==> config.mk <==
export PLATFORM = sky130hd
export DESIGN_NAME = first_fit_heap_allocator_flat
export DESIGN_NICKNAME = d
export VERILOG_FILES = /design/src/sv/ffha_pkg.sv /design/src/sv/ffha_ifs.sv /design/src/sv/first_fit_heap_allocator.sv /design/src/sv/ffha_table.sv /design/src/sv/ffha_unit.sv /design/src/flat_wrapper.sv
export SDC_FILE = /design/constraint.sdc
export NUM_CORES = 2
export LEC_CHECK = 0
export BUFFER_PORTS_ARGS = -buffer_cell sky130_fd_sc_hd__buf_2
export CAP_MARGIN = 40
export CORE_MARGIN = 3
export CORE_UTILIZATION = 68
export DETAILED_ROUTE_END_ITERATION = 16
export GPL_ROUTABILITY_DRIVEN = 1
export GPL_TIMING_DRIVEN = 0
export PLACE_DENSITY_LB_ADDON = 0.12
export SETUP_SLACK_MARGIN = 0.3
export SLEW_MARGIN = 20
export SYNTH_ARGS = -nofsm -noshare
export SYNTH_HDL_FRONTEND = slang
export SYNTH_SLANG_ARGS = --single-unit
==> constraint.sdc <==
create_clock -name clk -period 16.2 [get_ports clk]
set_clock_uncertainty 0.05 [all_clocks]
set_input_delay 3.24 -clock clk [delete_from_list [all_inputs] [get_ports clk]]
set_output_delay 3.24 -clock clk [all_outputs]
set_load 0.02 [all_outputs]
==> src/sv/ffha_pkg.sv <==
// Types and constants shared by the first-fit heap allocator files.
`default_nettype none
package ffha_pkg;

  localparam int unsigned HEADER_BYTES = 24;
  localparam logic [16:0] HDR          = 17'(HEADER_BYTES);
  localparam logic [16:0] HDR2         = 17'(2 * HEADER_BYTES);
  localparam logic [15:0] HEAP_RESET   = 16'hFFFF;
  localparam logic [6:0]  CNT_MAX      = 7'd127;

  localparam logic [1:0] OP_ALLOC = 2'd0;
  localparam logic [1:0] OP_FREE  = 2'd1;
  localparam logic [1:0] OP_COUNT = 2'd2;

  typedef struct packed {
    logic [15:0] offset;
    logic [15:0] size;
    logic        in_use;
    logic [7:0]  owner;
  } entry_t;

  typedef struct packed {
    logic [15:0] a;
    logic [16:0] b;
    logic        sub;
    logic [16:0] k;
  } unit_in_t;

  typedef struct packed {
    logic [17:0] r;
    logic        neg;
    logic        lt;
    logic        eq;
  } unit_out_t;

endpackage
`default_nettype wire

==> src/sv/ffha_ifs.sv <==
// Handshake channel interfaces: request, response and configuration.
`default_nettype none
interface ffha_req_if;
  logic        valid;
  logic        ready;
  logic [1:0]  operation;
  logic [15:0] size_bytes;
  logic [15:0] user_offset;
  logic [7:0]  task_id;
  modport source (output valid, operation, size_bytes, user_offset, task_id, input ready);
  modport sink   (input valid, operation, size_bytes, user_offset, task_id, output ready);
endinterface

interface ffha_rsp_if;
  logic        valid;
  logic        ready;
  logic        status;
  logic [15:0] result_offset;
  logic [6:0]  fragment_count;
  modport source (output valid, status, result_offset, fragment_count, input ready);
  modport sink   (input valid, status, result_offset, fragment_count, output ready);
endinterface

interface ffha_cfg_if;
  logic        valid;
  logic        ready;
  logic [15:0] heap_bytes;
  modport source (output valid, heap_bytes, input ready);
  modport sink   (input valid, heap_bytes, output ready);
endinterface
`default_nettype wire

==> src/sv/first_fit_heap_allocator.sv <==
// Top level: first-fit heap allocator sequencer around the block table.
//
//  channel | dir | payload
//  req     | in  | operation, size_bytes, user_offset, task_id
//  rsp     | out | status, result_offset, fragment_count
//  cfg     | in  | heap_bytes
//
// An item scans the table one entry a cycle (one read port); an alloc that
// splits then shifts each entry above up by one, and a free that merges
// shifts the entries above down.
// Reset or a heap_bytes write rebuilds the table through S_INIT0 and S_INIT1.
// A finished result waits in the output register; the next beat may be taken.
`default_nettype none
module first_fit_heap_allocator #(
  parameter int MAX_BLOCKS = 64
) (
  input wire logic clk,
  input wire logic rst,
  ffha_req_if.sink   req,
  ffha_rsp_if.source rsp,
  ffha_cfg_if.sink   cfg
);
  import ffha_pkg::*;

  localparam int IW = $clog2(MAX_BLOCKS);
  localparam int CW = $clog2(MAX_BLOCKS + 1);

  localparam logic [4:0] S_INIT0  = 5'd0;
  localparam logic [4:0] S_INIT1  = 5'd1;
  localparam logic [4:0] S_IDLE   = 5'd2;
  localparam logic [4:0] S_SCAN   = 5'd3;
  localparam logic [4:0] S_A_REM  = 5'd4;
  localparam logic [4:0] S_A_UOFF = 5'd5;
  localparam logic [4:0] S_A_NOFF = 5'd6;
  localparam logic [4:0] S_A_NSZ  = 5'd7;
  localparam logic [4:0] S_UP     = 5'd8;
  localparam logic [4:0] S_A_WNEW = 5'd9;
  localparam logic [4:0] S_A_WF   = 5'd10;
  localparam logic [4:0] S_F_RDN  = 5'd11;
  localparam logic [4:0] S_F_WTN  = 5'd12;
  localparam logic [4:0] S_F_M1   = 5'd13;
  localparam logic [4:0] S_F_M2   = 5'd14;
  localparam logic [4:0] S_F_M3   = 5'd15;
  localparam logic [4:0] S_F_M4   = 5'd16;
  localparam logic [4:0] S_F_WR   = 5'd17;
  localparam logic [4:0] S_DOWN   = 5'd18;
  localparam logic [4:0] S_DONE   = 5'd19;

  logic [4:0]    state;
  logic [15:0]   heap;
  logic [CW-1:0] total, idx, cur, k, rd_idx, pend_addr;
  logic          rd_vld, pend;
  logic [1:0]    op;
  logic [16:0]   need;
  logic [15:0]   uoff_in, thr;
  logic [7:0]    task_r;
  entry_t        ent, prev, rdata, wdata;
  logic [15:0]   rem, roff, noff, nsz, acc, nsize;
  logic          nfree, pfree, split, status;
  logic [1:0]    dsh;
  logic [6:0]    cnt;
  logic          out_valid, out_status;
  logic [15:0]   out_offset;
  logic [6:0]    out_count;
  logic          we;
  logic [CW-1:0] waddr, raddr, cur_m1;
  unit_in_t      u_in;
  unit_out_t     u;
  logic          split_now;

  ffha_table #(.DEPTH(MAX_BLOCKS)) u_table (
    .clk  (clk),
    .we   (we),
    .waddr(waddr[IW-1:0]),
    .wdata(wdata),
    .raddr(raddr[IW-1:0]),
    .rdata(rdata)
  );

  ffha_unit u_unit (.u_in(u_in), .u_out(u));

  assign req.ready          = (state == S_IDLE);
  assign cfg.ready          = 1'b1;
  assign rsp.valid          = out_valid;
  assign rsp.status         = out_status;
  assign rsp.result_offset  = out_offset;
  assign rsp.fragment_count = out_count;

  assign cur_m1    = cur - 1'b1;
  assign split_now = !u.neg && (u.r != 18'd0) && (total < CW'(MAX_BLOCKS));

  always_comb begin
    u_in = '0;
    case (state)
      S_INIT1: begin
        u_in.a = heap; u_in.b = HDR2; u_in.sub = 1'b1;
      end
      S_SCAN: begin
        case (op)
          OP_ALLOC: begin u_in.a = rdata.size; u_in.b = need; u_in.sub = 1'b1; end
          OP_FREE:  begin u_in.a = rdata.offset; u_in.b = HDR; u_in.k = {1'b0, uoff_in}; end
          default:  begin u_in.a = rdata.size; u_in.b = HDR; u_in.k = {1'b0, thr}; end
        endcase
      end
      S_A_REM:  begin u_in.a = ent.size; u_in.b = need; u_in.sub = 1'b1; end
      S_A_UOFF: begin u_in.a = ent.offset; u_in.b = HDR; end
      S_A_NOFF: begin u_in.a = roff; u_in.b = need; end
      S_A_NSZ:  begin u_in.a = rem; u_in.b = HDR; u_in.sub = 1'b1; end
      S_F_M1:   begin u_in.a = acc; u_in.b = HDR; end
      S_F_M2:   begin u_in.a = acc; u_in.b = {1'b0, nsize}; end
      S_F_M3:   begin u_in.a = acc; u_in.b = HDR; end
      S_F_M4:   begin u_in.a = acc; u_in.b = {1'b0, prev.size}; end
      default:  u_in = '0;
    endcase
  end

  always_comb begin
    we    = 1'b0;
    waddr = '0;
    wdata = '0;
    raddr = '0;
    case (state)
      S_INIT0: begin
        we = 1'b1;
        wdata.in_use = 1'b1;
      end
      S_INIT1: begin
        we = 1'b1;
        waddr = CW'(1);
        wdata.offset = HDR[15:0];
        wdata.size   = u.neg ? 16'd0 : u.r[15:0];
      end
      S_SCAN: raddr = idx;
      S_UP: begin
        raddr = cur_m1;
        we = pend; waddr = pend_addr; wdata = rdata;
      end
      S_DOWN: begin
        raddr = cur;
        we = pend; waddr = pend_addr; wdata = rdata;
      end
      S_F_RDN: raddr = k + 1'b1;
      S_A_WNEW: begin
        we = 1'b1;
        waddr = k + 1'b1;
        wdata.offset = noff;
        wdata.size   = nsz;
      end
      S_A_WF: begin
        we = 1'b1;
        waddr = k;
        wdata.offset = ent.offset;
        wdata.size   = split ? need[15:0] : ent.size;
        wdata.in_use = 1'b1;
        wdata.owner  = task_r;
      end
      S_F_WR: begin
        we = 1'b1;
        waddr = pfree ? cur_m1 : k;
        wdata.offset = pfree ? prev.offset : ent.offset;
        wdata.size   = acc;
      end
      default: we = 1'b0;
    endcase
  end

  always_ff @(posedge clk) begin
    if (rst) begin
      state     <= S_INIT0;
      heap      <= HEAP_RESET;
      total     <= CW'(2);
      out_valid <= 1'b0;
      rd_vld    <= 1'b0;
      pend      <= 1'b0;
    end else begin
      rd_vld <= 1'b0;
      pend   <= 1'b0;
      if (out_valid && rsp.ready) begin
        out_valid <= 1'b0;
      end
      case (state)
        S_INIT0: begin
          total <= CW'(2);
          state <= S_INIT1;
        end
        S_INIT1: state <= S_IDLE;
        S_IDLE: begin
          if (req.valid) begin
            op      <= req.operation;
            need    <= ({1'b0, req.size_bytes} + 17'd3) & ~17'd3;
            uoff_in <= req.user_offset;
            thr     <= req.size_bytes;
            task_r  <= req.task_id;
            idx     <= '0;
            cnt     <= '0;
            roff    <= '0;
            status  <= 1'b0;
            if ((req.operation != OP_ALLOC && req.operation != OP_FREE &&
                 req.operation != OP_COUNT) ||
                (req.operation == OP_ALLOC && req.size_bytes == 16'd0)) begin
              status <= 1'b1;
              state  <= S_DONE;
            end else begin
              state <= S_SCAN;
            end
          end
        end
        S_SCAN: begin
          if (idx < total) begin
            idx    <= idx + 1'b1;
            rd_vld <= 1'b1;
            rd_idx <= idx;
          end
          if (rd_vld) begin
            ent  <= rdata;
            prev <= ent;
            k    <= rd_idx;
            case (op)
              OP_ALLOC: begin
                if (!rdata.in_use && !u.neg) begin
                  state <= S_A_REM;
                end
              end
              OP_FREE: begin
                if (rd_idx != '0 && u.eq) begin
                  if (rdata.in_use && rdata.owner == task_r) begin
                    acc   <= rdata.size;
                    pfree <= !ent.in_use;
                    state <= S_F_RDN;
                  end else begin
                    status <= 1'b1;
                    state  <= S_DONE;
                  end
                end
              end
              default: begin
                if (!rdata.in_use && u.lt && cnt != CNT_MAX) begin
                  cnt <= cnt + 1'b1;
                end
              end
            endcase
          end else if (idx >= total) begin
            status <= (op != OP_COUNT);
            state  <= S_DONE;
          end
        end
        S_A_REM: begin
          rem   <= u.r[15:0];
          state <= S_A_UOFF;
        end
        S_A_UOFF: begin
          roff  <= u.r[15:0];
          state <= S_A_NOFF;
        end
        S_A_NOFF: begin
          noff  <= u.r[15:0];
          state <= S_A_NSZ;
        end
        S_A_NSZ: begin
          nsz   <= u.r[15:0];
          split <= split_now;
          cur   <= total;
          state <= split_now ? S_UP : S_A_WF;
        end
        S_UP: begin
          if (cur > k + 1'b1) begin
            pend      <= 1'b1;
            pend_addr <= cur;
            cur       <= cur_m1;
          end else if (!pend) begin
            state <= S_A_WNEW;
          end
        end
        S_A_WNEW: begin
          total <= total + 1'b1;
          state <= S_A_WF;
        end
        S_A_WF: state <= S_DONE;
        S_F_RDN: begin
          if (k + 1'b1 < total) begin
            state <= S_F_WTN;
          end else begin
            nfree <= 1'b0;
            state <= S_F_M3;
          end
        end
        S_F_WTN: begin
          nfree <= !rdata.in_use;
          nsize <= rdata.size;
          state <= rdata.in_use ? S_F_M3 : S_F_M1;
        end
        S_F_M1: begin
          acc   <= u.r[15:0];
          state <= S_F_M2;
        end
        S_F_M2: begin
          acc   <= u.r[15:0];
          state <= S_F_M3;
        end
        S_F_M3: begin
          cur <= k;
          if (pfree) begin
            acc   <= u.r[15:0];
            state <= S_F_M4;
          end else begin
            state <= S_F_WR;
          end
        end
        S_F_M4: begin
          acc   <= u.r[15:0];
          state <= S_F_WR;
        end
        S_F_WR: begin
          dsh <= {1'b0, nfree} + {1'b0, pfree};
          cur <= pfree ? (k + 1'b1 + CW'(nfree)) : (k + CW'(2));
          state <= (nfree || pfree) ? S_DOWN : S_DONE;
        end
        S_DOWN: begin
          if (cur < total) begin
            pend      <= 1'b1;
            pend_addr <= cur - CW'(dsh);
            cur       <= cur + 1'b1;
          end else if (!pend) begin
            total <= total - CW'(dsh);
            state <= S_DONE;
          end
        end
        S_DONE: begin
          if (!out_valid || rsp.ready) begin
            out_valid  <= 1'b1;
            out_status <= status;
            out_offset <= status ? 16'd0 : roff;
            out_count  <= cnt;
            state      <= S_IDLE;
          end
        end
        default: state <= S_INIT0;
      endcase
      if (cfg.valid) begin
        heap  <= cfg.heap_bytes;
        state <= S_INIT0;
      end
    end
  end

  a_total_range: assert property (@(posedge clk) disable iff (rst)
    total >= CW'(2) && total <= CW'(MAX_BLOCKS))
    else $error("block count out of range");

  a_accept_busy: assert property (@(posedge clk) disable iff (rst)
    req.valid && req.ready && !cfg.valid |=> state == S_SCAN || state == S_DONE)
    else $error("accepted beat did not start work");

  a_idle_no_write: assert property (@(posedge clk) disable iff (rst)
    state == S_IDLE |-> !we)
    else $error("table written while idle");

  a_err_zero: assert property (@(posedge clk) disable iff (rst)
    out_valid && out_status |-> out_offset == 16'd0 && out_count == 7'd0)
    else $error("error result carries data");

endmodule
`default_nettype wire

==> src/sv/ffha_table.sv <==
// Block table memory: one write port, one registered read port.
`default_nettype none
module ffha_table #(
  parameter int DEPTH = 64,
  localparam int AW = $clog2(DEPTH)
) (
  input  wire logic            clk,
  input  wire logic            we,
  input  wire logic [AW-1:0]   waddr,
  input  wire ffha_pkg::entry_t wdata,
  input  wire logic [AW-1:0]   raddr,
  output ffha_pkg::entry_t     rdata
);
  import ffha_pkg::*;

  entry_t mem [DEPTH];

  always_ff @(posedge clk) begin
    if (we) begin
      mem[waddr] <= wdata;
    end
    rdata <= mem[raddr];
  end

endmodule
`default_nettype wire

==> src/sv/ffha_unit.sv <==
// Shared add/subtract and compare unit.
`default_nettype none
module ffha_unit (
  input  wire ffha_pkg::unit_in_t u_in,
  output ffha_pkg::unit_out_t     u_out
);
  import ffha_pkg::*;

  logic [17:0] bx;
  logic [17:0] r;

  always_comb begin
    bx = u_in.sub ? (18'd0 - {1'b0, u_in.b}) : {1'b0, u_in.b};
    r  = {2'b00, u_in.a} + bx;
    u_out.r   = r;
    u_out.neg = r[17];
    u_out.lt  = r < {1'b0, u_in.k};
    u_out.eq  = r == {1'b0, u_in.k};
  end

endmodule
`default_nettype wire
==> src/flat_wrapper.sv <==
// flat-port wrapper written by rule: the top's interface ports become plain ports
module first_fit_heap_allocator_flat import ffha_pkg::*;
#(
  parameter int MAX_BLOCKS = 64
)
  (clk, rst, req_valid, req_operation, req_size_bytes, req_user_offset, req_task_id, req_ready, rsp_valid, rsp_status, rsp_result_offset, rsp_fragment_count, rsp_ready, cfg_valid, cfg_heap_bytes, cfg_ready);
  ffha_req_if req_i ();
  ffha_rsp_if rsp_i ();
  ffha_cfg_if cfg_i ();
  input wire logic clk;
  input wire logic rst;
  input wire logic [$bits(req_i.valid)-1:0] req_valid;
  input wire logic [$bits(req_i.operation)-1:0] req_operation;
  input wire logic [$bits(req_i.size_bytes)-1:0] req_size_bytes;
  input wire logic [$bits(req_i.user_offset)-1:0] req_user_offset;
  input wire logic [$bits(req_i.task_id)-1:0] req_task_id;
  output wire logic [$bits(req_i.ready)-1:0] req_ready;
  output wire logic [$bits(rsp_i.valid)-1:0] rsp_valid;
  output wire logic [$bits(rsp_i.status)-1:0] rsp_status;
  output wire logic [$bits(rsp_i.result_offset)-1:0] rsp_result_offset;
  output wire logic [$bits(rsp_i.fragment_count)-1:0] rsp_fragment_count;
  input wire logic [$bits(rsp_i.ready)-1:0] rsp_ready;
  input wire logic [$bits(cfg_i.valid)-1:0] cfg_valid;
  input wire logic [$bits(cfg_i.heap_bytes)-1:0] cfg_heap_bytes;
  output wire logic [$bits(cfg_i.ready)-1:0] cfg_ready;
  assign req_i.valid = req_valid;
  assign req_i.operation = req_operation;
  assign req_i.size_bytes = req_size_bytes;
  assign req_i.user_offset = req_user_offset;
  assign req_i.task_id = req_task_id;
  assign req_ready = req_i.ready;
  assign rsp_valid = rsp_i.valid;
  assign rsp_status = rsp_i.status;
  assign rsp_result_offset = rsp_i.result_offset;
  assign rsp_fragment_count = rsp_i.fragment_count;
  assign rsp_i.ready = rsp_ready;
  assign cfg_i.valid = cfg_valid;
  assign cfg_i.heap_bytes = cfg_heap_bytes;
  assign cfg_ready = cfg_i.ready;
  first_fit_heap_allocator #(.MAX_BLOCKS(MAX_BLOCKS)) u_core (.clk(clk), .rst(rst), .req(req_i), .rsp(rsp_i), .cfg(cfg_i));
endmodule
==> summary.md <==
| Metric | Value |
|---|---|
| Status | completed |
| Final count of pins violating max slew | 0 |
| Delay of the slowest cell on the worst path | 0.61 ns |
| Number of enable-type register cells in the synthesized netlist | 2,913 |
| Largest driver fanout on the critical path | 10 |
| Reg-to-Reg Start | u_core.state[1] |
| Cell family with most CP delay | simple AND/OR/NAND/NOR gates |
| Simple-gate area share of the yosys netlist | 0.1490 |
| Total power consumption of the routed design | about 16 mW |
| Average cell area after synthesis | approximately 13 um^2 |
| Routed len/inst | around 33 um |
| Horizontal extent of the die | 429.7 um |
| Number of warning messages in the yosys log | 0 |
| DPL Wire Length | ~300 mm |
| Die ar. | between 0.15 and 0.2 mm^2 |
| Proportion of netlist area held by the largest area contributor | 0.7164 |
| Root buffer cell | sky130_fd_sc_hd__clkbuf_16 |
| Most frequent cell on the critical path | sky130_fd_sc_hd__nor2_1 |
| Critical Path, Cell by Cell | buf_2 -> buf_2 -> nor2_1 -> nor3_1 -> or2_2 -> clkbuf_1 -> a222oi_1 -> nand3_1 -> ha_1 -> fa_1 -> a211oi_1 -> o21ai_0 -> o31a_1 -> nor2_1 -> xor2_1 -> inv_1 -> ha_1 -> nand4_1 -> nor2_1 -> nand3_1 -> a2111oi_0 -> nor2_1 -> nor3_2 -> buf_4 |
| Number of standard cells after synthesis | ~9,500 |
| Leakage dissipation | between 40 and 50 nW |
| Number of antenna violations at the first check in global routing | 28 |
| WP data arrival | ~9.4 ns |
| All-layer global routing usage | 0.4495 |
| Buffers from clock root to sink, at most | 4 |
| PwrDens | roughly 110 mW/mm^2 |
| Fmax | ~110 MHz |
| Synthesized cell area | roughly 0.12 mm^2 |
| Multiplexer share of the synthesized area | 0.001558 |
| Number of buffers and inverters on the critical path | 5 |
| Worst min-delay path startpoint | u_core.rd_idx[1] |
| Vias post-DR | 90,090 |
| Clock tree from TritonCTS | done |
| Setup repair after global routing missed its margin | false |
| Tightest Pin Transition | 1.085 ns |
| Post-synthesis net count | around 9,700 |
| Type of destination of the critical path | register |
| CTS Buf Count | a little over 300 |
| Area fraction in compound gates after synthesis | 0.08356 |
| Port Buffer Count | 87 |
| Filler cell count in the final layout | 9,689 |
| Vertical die dimension | about 430 um |
| Via-per-instance ratio | between 7 and 8 |
| Largest cells by area after synthesis | sky130_fd_sc_hd__edfxtp_1 (72%), sky130_fd_sc_hd__nand2_1 (8.6%), sky130_fd_sc_hd__a311oi_1 (3.5%), sky130_fd_sc_hd__nand3_1 (2.9%), sky130_fd_sc_hd__clkbuf_1 (1.8%) |
| Weighted congestion reported at the end of routability-driven placement | 1.093 |
| Initial cell density of the core | 0.6888 |
| Vias in the first global route | 84,870 |
| Setup repair bufs after CTS | 0 |
| Ratio of final minimum period to clock period | 0.5462 |
| Max-cap violations | 0 |
| Core Rows | 154 |
| Clock latency reported for the late side of the worst-skew pair | around 0.95 ns |
| Synthesized-area fraction occupied by xor and xnor cells | 0.006313 |
| Highest-delay cell along the critical path | sky130_fd_sc_hd__xor2_1 |
| Final worst path period need | ~9 ns |
| Adder and majority cell fraction of the synthesized area | 0.008383 |
| Number of distinct library cells after synthesis | 90 |
| Wire length of the first global-routing pass | approximately 590 mm |
| Worst slew margin | 0.2724 |
| Ratio of cells with drive above 1 in the final layout | 0.09556 |
| Standard cell core area | 0.1773 mm^2 |
| Boundary pin count | 90 |
| Starting DRT DRC Count | 16,170 |
| Min-Delay Path Class | register to register |
| Setup ws final | around 7.4 ns |
| Level count of the clock H-tree | 5 |
| Final setup vio count | 0 |
| Worst setup SP type | register |
| Critical path launch point | u_core.state[1] |
| Detailed-route DRC error count | 0 |
| Global-route congestion overflow total | 0 |
| Number of detailed-route iterations in the first pass | 11 |
| Yosys reg bits | 2,985 |
| Dominant cell type by area after synthesis | sky130_fd_sc_hd__edfxtp_1 |
| Post-synthesis async set-or-reset flop share | 0 |
| Required time at the worst-slack endpoint | about 17 ns |
| Final number of hold-violating endpoints | 0 |
| Count of nets left with antenna violations after detail routing | 0 |
| Maximum vdd drop | ~0.13 mV |
| # clock sinks | around 3,000 |
| Register clock-pin slew on the reported worst setup and hold paths | ~0.07 ns |
| Place WS | 7.573 ns |
| Total of cells resized after clock tree synthesis | 0 |
| Top flip-flop cell by instance count after synthesis | sky130_fd_sc_hd__edfxtp_1 |
| Synth-to-Final Area Change | 15.36% |
| Portion of the post-synthesis area used by sequential elements | 0.7282 |
| Pin count of the biggest net entering global routing | 65 |
| Combinational family with the most area after synthesis | simple AND/OR/NAND/NOR gates |
| Number of hold buffers added after CTS | 0 |
| Total Wirelength | about 420 mm |
| Number of nets at the end of the flow | about 10,000 |
| Path type of the worst setup path | register to register |
==> logic make-up after synthesis <==
family	Yosys count
AND/OR/NAND/NOR	4234
flip-flops	2985
AO/OA/AOI/OAI	1388
buffers and inverters	724
XOR/XNOR	88
adder cells (fa/ha/maj)	80
multiplexers	19
other	1
==> registers in the layout (all words and copies together) (netlist names), 32 cells and up <==
register,cells
u_core.prev,32
u_core.ent,33
u_core.u_table.rdata,41
u_core.u_table.mem,2624
==> worst paths after layout <==
check / to / slack, ns / cells after the start
setup / recovery: u_core.acc[12] / 7.35 / 24
setup reg to reg: u_core.acc[12] / 7.35 / 24
hold reg to reg: u_core.k[1] / 0.41 / 0
hold / removal: u_core.k[1] / 0.41 / 0
==> worst reg2reg max path, cell delays in order (launching register included) <==
cell and delay (ns):
sky130_fd_sc_hd__dfxtp_1 0.39, sky130_fd_sc_hd__buf_2 0.24, sky130_fd_sc_hd__buf_2 0.22, sky130_fd_sc_hd__nor2_1 0.45, sky130_fd_sc_hd__nor3_1 0.21, sky130_fd_sc_hd__or2_2 0.40, sky130_fd_sc_hd__clkbuf_1 0.35, sky130_fd_sc_hd__a222oi_1 0.52
sky130_fd_sc_hd__nand3_1 0.18, sky130_fd_sc_hd__ha_1 0.28, sky130_fd_sc_hd__fa_1 0.56, sky130_fd_sc_hd__a211oi_1 0.27, sky130_fd_sc_hd__o21ai_0 0.24, sky130_fd_sc_hd__o31a_1 0.39, sky130_fd_sc_hd__nor2_1 0.18, sky130_fd_sc_hd__xor2_1 0.61
sky130_fd_sc_hd__inv_1 0.33, sky130_fd_sc_hd__ha_1 0.39, sky130_fd_sc_hd__nand4_1 0.20, sky130_fd_sc_hd__nor2_1 0.29, sky130_fd_sc_hd__nand3_1 0.17, sky130_fd_sc_hd__a2111oi_0 0.60, sky130_fd_sc_hd__nor2_1 0.12, sky130_fd_sc_hd__nor3_2 0.57
sky130_fd_sc_hd__buf_4 0.31
==> metal layers <==
metal	vias to the layer above	GRT usage	share of wire
li1	36950	-	-
met4	20	0.3037	0.084
met3	1581	0.1474	0.15
met2	7959	0.6629	0.44
met5	-	0	0.00030
met1	43580	0.5730	0.33
==> layout by cell type, fill, tap and decap left out, types with 17 or more instances in the layout <==
cell / count
sky130_fd_sc_hd__edfxtp_1: 2913
sky130_fd_sc_hd__nand2_1: 2785
sky130_fd_sc_hd__nand3_1: 713
sky130_fd_sc_hd__clkbuf_1: 629
sky130_fd_sc_hd__a311oi_1: 493
sky130_fd_sc_hd__and3_1: 350
sky130_fd_sc_hd__clkbuf_16: 317
sky130_fd_sc_hd__a21oi_1: 268
sky130_fd_sc_hd__a31oi_1: 173
sky130_fd_sc_hd__buf_2: 164
sky130_fd_sc_hd__nor2_1: 130
sky130_fd_sc_hd__a211oi_1: 125
sky130_fd_sc_hd__buf_16: 102
sky130_fd_sc_hd__o21ai_0: 79
sky130_fd_sc_hd__ha_1: 77
sky130_fd_sc_hd__dfxtp_1: 72
sky130_fd_sc_hd__nor2_4: 66
sky130_fd_sc_hd__inv_1: 58
sky130_fd_sc_hd__clkinv_1: 58
sky130_fd_sc_hd__buf_12: 52
sky130_fd_sc_hd__xnor2_1: 49
sky130_fd_sc_hd__clkinv_2: 46
sky130_fd_sc_hd__nor2b_1: 43
sky130_fd_sc_hd__buf_4: 41
sky130_fd_sc_hd__a222oi_1: 41
sky130_fd_sc_hd__buf_6: 39
sky130_fd_sc_hd__a22oi_1: 39
sky130_fd_sc_hd__xor2_1: 38
sky130_fd_sc_hd__buf_1: 28
sky130_fd_sc_hd__a221oi_1: 24
sky130_fd_sc_hd__clkbuf_2: 24
sky130_fd_sc_hd__a21o_1: 20
sky130_fd_sc_hd__mux2i_1: 19
sky130_fd_sc_hd__buf_8: 19
sky130_fd_sc_hd__bufinv_16: 18
sky130_fd_sc_hd__a211o_1: 17
sky130_fd_sc_hd__nand4_1: 17
==> layout make-up <==
| type | instances | area (um^2) | share of cell area |
|---|---|---|---|
| antenna | 14 | 35.03 | 0.0002487 |
| buffer | 664 | 2605 | 0.01849 |
| clock buffer | 391 | 8270 | 0.05872 |
| clock inverter | 133 | 1092 | 0.007755 |
| inverter | 60 | 225.2 | 0.001599 |
| multi-input combinational | 5810 | 31330 | 0.2224 |
| sequential | 2985 | 88920 | 0.6313 |
| tap | 2340 | 2928 | 0.02079 |
| timing repair buffer | 369 | 5450 | 0.03870 |
==> report_power, final <==
group,switching (mW),internal [mW],leakage [nW]
logic,0.398,0.161,17.2
clock network,2.88,3.88,4.59
registers,0.0358,8.45,26.3
==> cells in the mapped netlist, drive strengths merged (6+ instances only) <==
| cell type | instances |
|---|---|
| a211o | 17 |
| a22o | 13 |
| ha | 77 |
| o21ai | 96 |
| a311oi | 494 |
| o211ai | 11 |
| and4 | 6 |
| nor2b | 44 |
| mux2i | 19 |
| a31oi | 174 |
| nand3 | 717 |
| dfxtp | 72 |
| or2 | 7 |
| edfxtp | 2913 |
| nor4 | 18 |
| and3 | 350 |
| nor2 | 200 |
| a222oi | 41 |
| or3 | 12 |
| xor2 | 38 |
| nand4 | 17 |
| nand2b | 13 |
| nand2 | 2803 |
| xnor2 | 50 |
| a21oi | 269 |
| buf | 79 |
| nor3 | 19 |
| a21o | 20 |
| a221o | 9 |
| a211oi | 125 |
| o22ai | 7 |
| clkbuf | 585 |
| nor3b | 6 |
| a22oi | 39 |
| a221oi | 25 |
| inv | 58 |
==> stage by stage <==
stage,cells,TNS (ns),util,hold slack [ns],cell area [um^2]
finish,12770,0,0.7946,0.4092,140900
CTS,12710,0,0.7924,0.4029,140500
floorplan,9519,0,-,0.3768,122100
global route,12760,0,0.7944,0.4118,140800
global placement,11950,-330.22,0.7077,0.3850,125500
detailed placement,12190,0,0.7395,0.3946,131100
Power figures use the tool's default switching activity.
